File: config.mk
export PLATFORM = sky130hd
export DESIGN_NAME = shifting_array_queue_with_search_top
export DESIGN_NICKNAME = d
export VERILOG_FILES = /design/src/rtl/saqs_pkg.sv /design/src/rtl/saqs_ctrl.sv /design/src/rtl/saqs_dp.sv /design/src/rtl/shifting_array_queue_with_search_top.sv
export SDC_FILE = /design/constraint.sdc
export NUM_CORES = 1
export LEC_CHECK = 0
export BUFFER_PORTS_ARGS = -buffer_cell sky130_fd_sc_hd__buf_2
export CORE_MARGIN = 3
export CORE_UTILIZATION = 31
export DETAILED_ROUTE_END_ITERATION = 7
export GPL_TIMING_DRIVEN = 1
export HOLD_SLACK_MARGIN = 0.15
export MAX_ROUTING_LAYER = met4
export PLACE_DENSITY_LB_ADDON = 0.2
export REMOVE_ABC_BUFFERS = 1
export SYNTH_ARGS = -nofsm -noshare
export SYNTH_HDL_FRONTEND = slang
export SYNTH_SLANG_ARGS = --single-unit
export TNS_END_PERCENT = 30
File: constraint.sdc
create_clock -name clock -period 5.1 [get_ports clock]
set_clock_uncertainty 0.2 [all_clocks]
set_input_delay 0.51 -clock clock [delete_from_list [all_inputs] [get_ports clock]]
set_output_delay 0.51 -clock clock [all_outputs]
set_load 0.02 [all_outputs]
File: src/rtl/saqs_pkg.sv
// shared constants, codes and control types for the shifting array queue
`default_nettype none
package saqs_pkg;

   // queue geometry and field widths
   localparam int DEPTH  = 16;
   localparam int IDX_W  = $clog2(DEPTH);
   localparam int CNT_W  = 5;
   localparam int POS_W  = 4;
   localparam int DATA_W = 32;
   localparam int FUNC_W = 3;

   localparam logic [CNT_W-1:0] CAP_RESET = 5'd16;

   // operation codes
   localparam logic [FUNC_W-1:0] FUNC_ENQ    = 3'd0;
   localparam logic [FUNC_W-1:0] FUNC_DEQ    = 3'd1;
   localparam logic [FUNC_W-1:0] FUNC_PEEK   = 3'd2;
   localparam logic [FUNC_W-1:0] FUNC_CLEAR  = 3'd3;
   localparam logic [FUNC_W-1:0] FUNC_SEARCH = 3'd4;

   // controller to datapath
   typedef struct packed {
      logic op_go;      // carry out the accepted operation and load the result
      logic scan_load;  // capture the search word and restart the scan pointer
      logic scan_step;  // advance the scan pointer
      logic scan_end;   // load the search result
   } cmd_type;

   // datapath to controller
   typedef struct packed {
      logic start_scan; // accepted item is a search over a non-empty queue
      logic hit;        // entry under the scan pointer matches
      logic last;       // scan pointer is on the newest entry
   } sts_type;

endpackage
`default_nettype wire

File: src/rtl/saqs_ctrl.sv
// controller: handshakes, scan sequencing and result valid
`default_nettype none
module saqs_ctrl (
   input  wire                clock,
   input  wire                reset,
   input  wire                req_tvalid,
   output logic               req_tready,
   output logic               rsp_tvalid,
   input  wire                rsp_tready,
   input  saqs_pkg::sts_type  sts,
   output saqs_pkg::cmd_type  cmd
);
   import saqs_pkg::*;

   typedef enum logic [1:0] {
      ST_IDLE = 2'b01,
      ST_SCAN = 2'b10
   } state_type;

   state_type state_ff, state_in;
   logic      rsp_valid_ff, rsp_valid_in;
   logic      req_xfer;

   // take a new item only once the result slot is free or emptying
   assign req_tready = (state_ff == ST_IDLE) && (!rsp_valid_ff || rsp_tready);
   assign req_xfer   = req_tvalid && req_tready;
   assign rsp_tvalid = rsp_valid_ff;

   // next state and commands
   always_comb begin
      state_in     = state_ff;
      rsp_valid_in = rsp_valid_ff && !rsp_tready;
      cmd          = '0;
      unique case (state_ff)
         ST_IDLE: begin
            if (req_xfer) begin
               if (sts.start_scan) begin
                  cmd.scan_load = 1'b1;
                  state_in      = ST_SCAN;
               end else begin
                  cmd.op_go    = 1'b1;
                  rsp_valid_in = 1'b1;
               end
            end
         end
         ST_SCAN: begin
            if (sts.hit || sts.last) begin
               cmd.scan_end = 1'b1;
               rsp_valid_in = 1'b1;
               state_in     = ST_IDLE;
            end else begin
               cmd.scan_step = 1'b1;
            end
         end
         default: begin
            state_in = ST_IDLE;
         end
      endcase
   end

   // state registers
   always_ff @(posedge clock) begin
      if (reset) begin
         state_ff     <= ST_IDLE;
         rsp_valid_ff <= 1'b0;
      end else begin
         state_ff     <= state_in;
         rsp_valid_ff <= rsp_valid_in;
      end
   end

endmodule
`default_nettype wire

File: src/rtl/saqs_dp.sv
// datapath: entry shift line, fill count, capacity, scan pointer, result register
`default_nettype none
module saqs_dp (
   input  wire                                clock,
   input  wire                                reset,
   input  wire                                csr_we,
   input  wire         [saqs_pkg::CNT_W-1:0]  csr_wdata,
   input  wire         [saqs_pkg::FUNC_W-1:0] req_func,
   input  wire  signed [saqs_pkg::DATA_W-1:0] req_value,
   input  saqs_pkg::cmd_type                  cmd,
   output saqs_pkg::sts_type                  sts,
   output logic                               res_status,
   output logic signed [saqs_pkg::DATA_W-1:0] res_data,
   output logic                               res_found,
   output logic        [saqs_pkg::POS_W-1:0]  res_position,
   output logic        [saqs_pkg::CNT_W-1:0]  res_count,
   output logic                               res_empty,
   output logic                               res_full
);
   import saqs_pkg::*;

   logic signed [DATA_W-1:0] entries_ff [DEPTH];
   logic signed [DATA_W-1:0] entries_in [DEPTH];
   logic [CNT_W-1:0]         count_ff, count_in;
   logic [CNT_W-1:0]         cap_ff, cap_in;
   logic [CNT_W-1:0]         cap_eff;
   logic signed [DATA_W-1:0] key_ff, key_in;
   logic [IDX_W-1:0]         idx_ff, idx_in;

   logic                     status_ff, status_in;
   logic signed [DATA_W-1:0] data_ff, data_in;
   logic                     found_ff, found_in;
   logic [POS_W-1:0]         pos_ff, pos_in;
   logic [CNT_W-1:0]         rcount_ff, rcount_in;
   logic                     empty_ff, empty_in;
   logic                     full_ff, full_in;
   logic                     load_res;

   // capacity saturates at the queue depth
   assign cap_eff = (cap_ff > CNT_W'(DEPTH)) ? CNT_W'(DEPTH) : cap_ff;

   // status back to the controller
   assign sts.start_scan = (req_func == FUNC_SEARCH) && (count_ff != '0);
   assign sts.hit        = (entries_ff[idx_ff] == key_ff);
   assign sts.last       = ((CNT_W'(idx_ff) + CNT_W'(1)) == count_ff);

   // capacity register
   assign cap_in = csr_we ? csr_wdata : cap_ff;

   // operation, scan and result next values
   always_comb begin
      entries_in = entries_ff;
      count_in   = count_ff;
      key_in     = key_ff;
      idx_in     = idx_ff;
      status_in  = 1'b0;
      data_in    = '0;
      found_in   = 1'b0;
      pos_in     = '0;
      load_res   = 1'b0;

      if (cmd.op_go) begin
         load_res = 1'b1;
         unique case (req_func)
            FUNC_ENQ: begin
               if (count_ff >= cap_eff) begin
                  status_in = 1'b1;
               end else begin
                  entries_in[count_ff[IDX_W-1:0]] = req_value;
                  count_in = count_ff + CNT_W'(1);
               end
            end
            FUNC_DEQ: begin
               if (count_ff == '0) begin
                  status_in = 1'b1;
               end else begin
                  data_in = entries_ff[0];
                  for (int i = 0; i < DEPTH - 1; i++) begin
                     entries_in[i] = entries_ff[i+1];
                  end
                  count_in = count_ff - CNT_W'(1);
               end
            end
            FUNC_PEEK: begin
               if (count_ff == '0) begin
                  status_in = 1'b1;
               end else begin
                  data_in = entries_ff[0];
               end
            end
            FUNC_CLEAR: begin
               count_in = '0;
            end
            default: begin
               // search over an empty queue and unused codes change nothing
            end
         endcase
      end

      if (cmd.scan_load) begin
         key_in = req_value;
         idx_in = '0;
      end

      if (cmd.scan_step) begin
         idx_in = idx_ff + IDX_W'(1);
      end

      if (cmd.scan_end) begin
         load_res = 1'b1;
         found_in = sts.hit;
         pos_in   = sts.hit ? POS_W'(idx_ff) : '0;
      end

      rcount_in = count_in;
      empty_in  = (count_in == '0);
      full_in   = (count_in >= cap_eff);
   end

   // control registers
   always_ff @(posedge clock) begin
      if (reset) begin
         count_ff <= '0;
         cap_ff   <= CAP_RESET;
      end else begin
         count_ff <= count_in;
         cap_ff   <= cap_in;
      end
   end

   // payload registers
   always_ff @(posedge clock) begin
      entries_ff <= entries_in;
      key_ff     <= key_in;
      idx_ff     <= idx_in;
      if (load_res) begin
         status_ff <= status_in;
         data_ff   <= data_in;
         found_ff  <= found_in;
         pos_ff    <= pos_in;
         rcount_ff <= rcount_in;
         empty_ff  <= empty_in;
         full_ff   <= full_in;
      end
   end

   assign res_status   = status_ff;
   assign res_data     = data_ff;
   assign res_found    = found_ff;
   assign res_position = pos_ff;
   assign res_count    = rcount_ff;
   assign res_empty    = empty_ff;
   assign res_full     = full_ff;

endmodule
`default_nettype wire

File: src/rtl/shifting_array_queue_with_search_top.sv
// top level of the front-aligned queue with linear search
//
//   channel  direction  fields (low bit up)
//   req      in         tuser: func[2:0]; tdata: value[31:0]
//   rsp      out        tdata: status, data[31:0], found, position[3:0],
//                              count[4:0], empty_res, full_res, zero pad
//   csr      in         capacity[4:0], written when csr_we is high
//
// enqueue, dequeue, peek, clear, unused codes and search on an empty queue load
// the result register in the cycle after the transfer. a search first loads the key,
// then steps the scan pointer over one entry per cycle until it hits a match or the
// newest entry. a new request is taken once no scan is running and the result
// register is free or being read.
// synchronous reset empties the queue and sets capacity to 16.
`default_nettype none
module shifting_array_queue_with_search_top (
   input  wire         clock,
   input  wire         reset,
   input  wire         req_tvalid,
   output logic        req_tready,
   input  wire  [31:0] req_tdata,  // value[31:0]
   input  wire  [7:0]  req_tuser,  // func[2:0], zero pad
   output logic        rsp_tvalid,
   input  wire         rsp_tready,
   output logic [47:0] rsp_tdata,  // status, data, found, position, count, empty_res, full_res
   input  wire         csr_we,
   input  wire  [4:0]  csr_wdata
);
   import saqs_pkg::*;

   cmd_type                  cmd;
   sts_type                  sts;
   logic                     res_status;
   logic signed [DATA_W-1:0] res_data;
   logic                     res_found;
   logic [POS_W-1:0]         res_position;
   logic [CNT_W-1:0]         res_count;
   logic                     res_empty;
   logic                     res_full;

   // sequencing
   saqs_ctrl u_ctrl (
      .clock      (clock),
      .reset      (reset),
      .req_tvalid (req_tvalid),
      .req_tready (req_tready),
      .rsp_tvalid (rsp_tvalid),
      .rsp_tready (rsp_tready),
      .sts        (sts),
      .cmd        (cmd)
   );

   // storage and result
   saqs_dp u_dp (
      .clock        (clock),
      .reset        (reset),
      .csr_we       (csr_we),
      .csr_wdata    (csr_wdata),
      .req_func     (req_tuser[FUNC_W-1:0]),
      .req_value    (signed'(req_tdata)),
      .cmd          (cmd),
      .sts          (sts),
      .res_status   (res_status),
      .res_data     (res_data),
      .res_found    (res_found),
      .res_position (res_position),
      .res_count    (res_count),
      .res_empty    (res_empty),
      .res_full     (res_full)
   );

   // pack the result transfer
   assign rsp_tdata = {3'b000, res_full, res_empty, res_count, res_position,
                       res_found, res_data, res_status};

endmodule
`default_nettype wire

==> results_dict.tcl <==
set metrics [dict create \
    status "completed" \
    most-common-layout-cells "sky130_fd_sc_hd__edfxtp_1 (593), sky130_fd_sc_hd__a22o_1 (481), sky130_fd_sc_hd__buf_2 (91)" \
    numClockSinks 606 \
    drt.antenna.violating_nets 0 \
    floorplan.initialDensity_pct 31.3 \
    peakVddDrop_v 0.000212 \
    grt_first_pass_wirelength_um 143000 \
    critPathMaxFanout 12 \
    insertion_delay_ns 0.63 \
    synth.largest_area_cell "sky130_fd_sc_hd__edfxtp_1" \
    rsz0062_at_grt "no" \
    cts_setup_buffers 0 \
    place_hpwl_um 56900 \
    worst_slew_pin_slew_ns 1.18 \
    vias 19700 \
    category_of_the_worst_setup_path_capture_point "register" \
    ff2ff_setup_slack_ns 0.21 \
    number_of_enable_flip_flop_cells_after_synthesis 593 \
    avgViaCountPerCell 5.84 \
    detail_route.first_pass.iterations 7 \
    ys_types 67 \
    ys_seq_elements 606 \
    die-height_um 314 \
    grt_use_total_pct 20.3 \
    accumulated_negative_setup_slack_ns 0 \
    synthFlopType "sky130_fd_sc_hd__edfxtp_1" \
    finalWorstPathRequiredPeriod_ns 4.89 \
    final-hold-violation-count 0 \
    critical_path_data_arrival_time_ns 5.25 \
    die_width_um 314 \
    first_global_vias 19900 \
    post-route-period-util_pct 95.9 \
    setup_violation_total_in_the_final_timing_report 0 \
    grt_antenna_before_repair 3 \
    cts_repair_resize_count 0 \
    drv_cap 0 \
    worst_slew_margin_rel_pct 21.1 \
    clock_tree.htree_level_count 3 \
    drc 0 \
    syn_avg_cell_area_um2 15.1 \
    cts_max_path_buffers 3 \
    worstHoldPathType "in2reg" \
    path_clk_slew_ns 0.06 \
    area_delta_synth_final_pct 17.7 \
    syn-cell-area_um2 29300 \
    buffer_type_at_the_clock_tree_root "sky130_fd_sc_hd__clkbuf_16" \
    io_buffer_count 91 \
    final.hold.worst_slack_ns 0.253 \
    powerDensity_nw_per_um2 316 \
    syn-instance-count 1938 \
    startpoint_type "register" \
    grt_start_max_net_pins 210 \
    average_detailed_routed_wire_length_per_instance_um 29.2 \
    drt-initial-drc-count 2177 \
    cts_tree "built" \
    final_net_count 2130 \
    power.static_leakage_uw 0.0119 \
    cts_inserted_buffers 74 \
    detail_route.wirelength_um 98500 \
    timing.final.max_slew_violations 0 \
    final_util_pct 36.9 \
    layout_commonest_cell "sky130_fd_sc_hd__edfxtp_1" \
    setup.worst_path.class "reg2reg" \
    gpl.final_weighted_congestion 0.825 \
    floorplan.rows 112 \
    placeableCoreArea_um2 93600 \
    synth_top_cell_area_share_pct 60.7 \
    drive_above_1_share_pct 21.0 \
    total_die_area_um2 98400 \
    grt.overflow.total 0 \
    io-pin-count 100 \
    synthTopCellsByArea "sky130_fd_sc_hd__edfxtp_1 (61%), sky130_fd_sc_hd__a22o_1 (14%), sky130_fd_sc_hd__mux4_2 (6.8%)" \
    synthArstFlopShare_pct 0 \
    fmaxAchievable_ghz 0.204 \
    synth-warning-count 0 \
    worst-endpoint-required_ns 5.46 \
    ys_seq_area_share_pct 61.6 \
]
[state kept, by name (all words and copies together) (netlist names)]
name               count
u_ctrl.rsp_tvalid      1
u_ctrl.state_ff        2
u_dp.cap_ff            5
u_dp.count_ff          5
u_dp.entries_ff      512
u_dp.idx_ff            4
u_dp.key_ff           32
u_dp.res_count         5
u_dp.res_data         32
u_dp.res_empty         1
u_dp.res_found         1
u_dp.res_full          1
u_dp.res_position      4
u_dp.res_status        1
[logic make-up (layout without fill, tap and decap cells)]
family / count (synthesis) / after routing / synth area share (%)
XOR/XNOR: 40 / 40 / 1.19
buffers and inverters: 222 / 400 / 3.59
multiplexers: 192 / 192 / 10.9
AO/OA/AOI/OAI: 618 / 618 / 17.6
AND/OR/NAND/NOR: 242 / 242 / 4.35
adder cells (fa/ha/maj): 17 / 17 / 0.725
other: 1 / 5 / 0.0128
flip-flops: 606 / 606 / 61.6
[power by group]
| group | internal [uW] | switching, uW | total, uW |
|---|---|---|---|
| Sequential | 5500 | 26.1 | 5530 |
| Clock | 2740 | 2140 | 4880 |
| Combinational | 186 | 326 | 512 |
[per-layer routing]
metal | up-vias | track usage [%] | part of all wire (%)
li1 | 8276 | - | -
met1 | 10400 | 27.8 | 43
met2 | 888 | 31.7 | 47
met3 | 144 | 2.97 | 7.0
met4 | 0 | 5.58 | 2.3
met5 | - | - | 0
[metrics by stage]
step	area, um2	cells	setup slack, ns	total power (uW)
4_1_cts	34500	3372	0.245	11100
3_5_place_dp	31800	3191	0.544	6110
3_3_place_gp	31800	3191	0.568	6100
2_1_floorplan	28400	1735	-32.94	5940
6_report	34500	3374	0.209	10900
5_1_grt	34500	3374	0.0570	11300
[worst paths after layout]
| check | from | end | cells past startpoint |
|---|---|---|---|
| hold / removal | req_tuser[0] | u_dp.res_status | 4 |
| setup / recovery | u_dp.idx_ff[3] | u_ctrl.rsp_tvalid | 12 |
| hold reg to reg | u_ctrl.state_ff[1] | u_ctrl.state_ff[1] | 2 |
| setup reg to reg | u_dp.idx_ff[3] | u_ctrl.rsp_tvalid | 12 |
[cell usage after synthesis (3+ instances only)]
| cell type | instances |
|---|---|
| sky130_fd_sc_hd__edfxtp_1 | 593 |
| sky130_fd_sc_hd__a22o_1 | 481 |
| sky130_fd_sc_hd__clkbuf_1 | 154 |
| sky130_fd_sc_hd__mux4_2 | 88 |
| sky130_fd_sc_hd__mux2i_1 | 81 |
| sky130_fd_sc_hd__nor2_1 | 49 |
| sky130_fd_sc_hd__nand2_1 | 43 |
| sky130_fd_sc_hd__and2_1 | 39 |
| sky130_fd_sc_hd__xnor2_1 | 29 |
| sky130_fd_sc_hd__a21oi_1 | 25 |
| sky130_fd_sc_hd__buf_4 | 21 |
| sky130_fd_sc_hd__a22oi_1 | 19 |
| sky130_fd_sc_hd__nor3_1 | 18 |
| sky130_fd_sc_hd__o21ai_0 | 18 |
| sky130_fd_sc_hd__ha_1 | 17 |
| sky130_fd_sc_hd__nor2b_1 | 17 |
| sky130_fd_sc_hd__inv_1 | 16 |
| sky130_fd_sc_hd__buf_2 | 14 |
| sky130_fd_sc_hd__nand3_1 | 14 |
| sky130_fd_sc_hd__dfxtp_1 | 13 |
| sky130_fd_sc_hd__mux2_2 | 13 |
| sky130_fd_sc_hd__a211oi_1 | 12 |
| sky130_fd_sc_hd__nor4_1 | 12 |
| sky130_fd_sc_hd__and3_1 | 11 |
| sky130_fd_sc_hd__xor2_1 | 11 |
| sky130_fd_sc_hd__buf_6 | 10 |
| sky130_fd_sc_hd__mux4_1 | 10 |
| sky130_fd_sc_hd__nand2b_1 | 10 |
| sky130_fd_sc_hd__o22ai_1 | 9 |
| sky130_fd_sc_hd__or3_1 | 8 |
| sky130_fd_sc_hd__a21o_1 | 7 |
| sky130_fd_sc_hd__nand4_1 | 7 |
| sky130_fd_sc_hd__o31a_1 | 6 |
| sky130_fd_sc_hd__a31oi_1 | 5 |
| sky130_fd_sc_hd__a2111oi_0 | 4 |
| sky130_fd_sc_hd__a211o_1 | 4 |
| sky130_fd_sc_hd__a41oi_1 | 4 |
| sky130_fd_sc_hd__a221oi_1 | 3 |
| sky130_fd_sc_hd__and4_1 | 3 |
| sky130_fd_sc_hd__buf_1 | 3 |
| sky130_fd_sc_hd__buf_12 | 3 |
| sky130_fd_sc_hd__o211ai_1 | 3 |
[critical path: stages, from the launching register on]
cell and delay (ns):
sky130_fd_sc_hd__edfxtp_1 0.98, sky130_fd_sc_hd__mux4_1 0.66, sky130_fd_sc_hd__mux2i_1 0.24, sky130_fd_sc_hd__xor2_1 0.18
sky130_fd_sc_hd__o22ai_1 0.09, sky130_fd_sc_hd__or4_1 0.69, sky130_fd_sc_hd__nor4_2 0.35, sky130_fd_sc_hd__buf_4 0.18
sky130_fd_sc_hd__and3_2 0.26, sky130_fd_sc_hd__o21ai_2 0.09, sky130_fd_sc_hd__buf_4 0.15, sky130_fd_sc_hd__a221oi_2 0.19
sky130_fd_sc_hd__dlygate4sd3_1 0.56
[what timing repair did]
item	in CTS	in global routing
hold buffers	50	0
endpoints found under the hold margin	74	0
setup endpoints to repair	0	0
[layout make-up]
cell class              instances  area [um2]
diodes                          2        5.00
clock buffers                  94        1970
clock inverters                37         213
fillers                      8925       59100
inverters                      17        63.8
multi-input cells            1112       10500
flip-flops and latches        606       18100
well taps                    1254        1570
repair buffers                252        2130
Power figures use the tool's default switching activity.
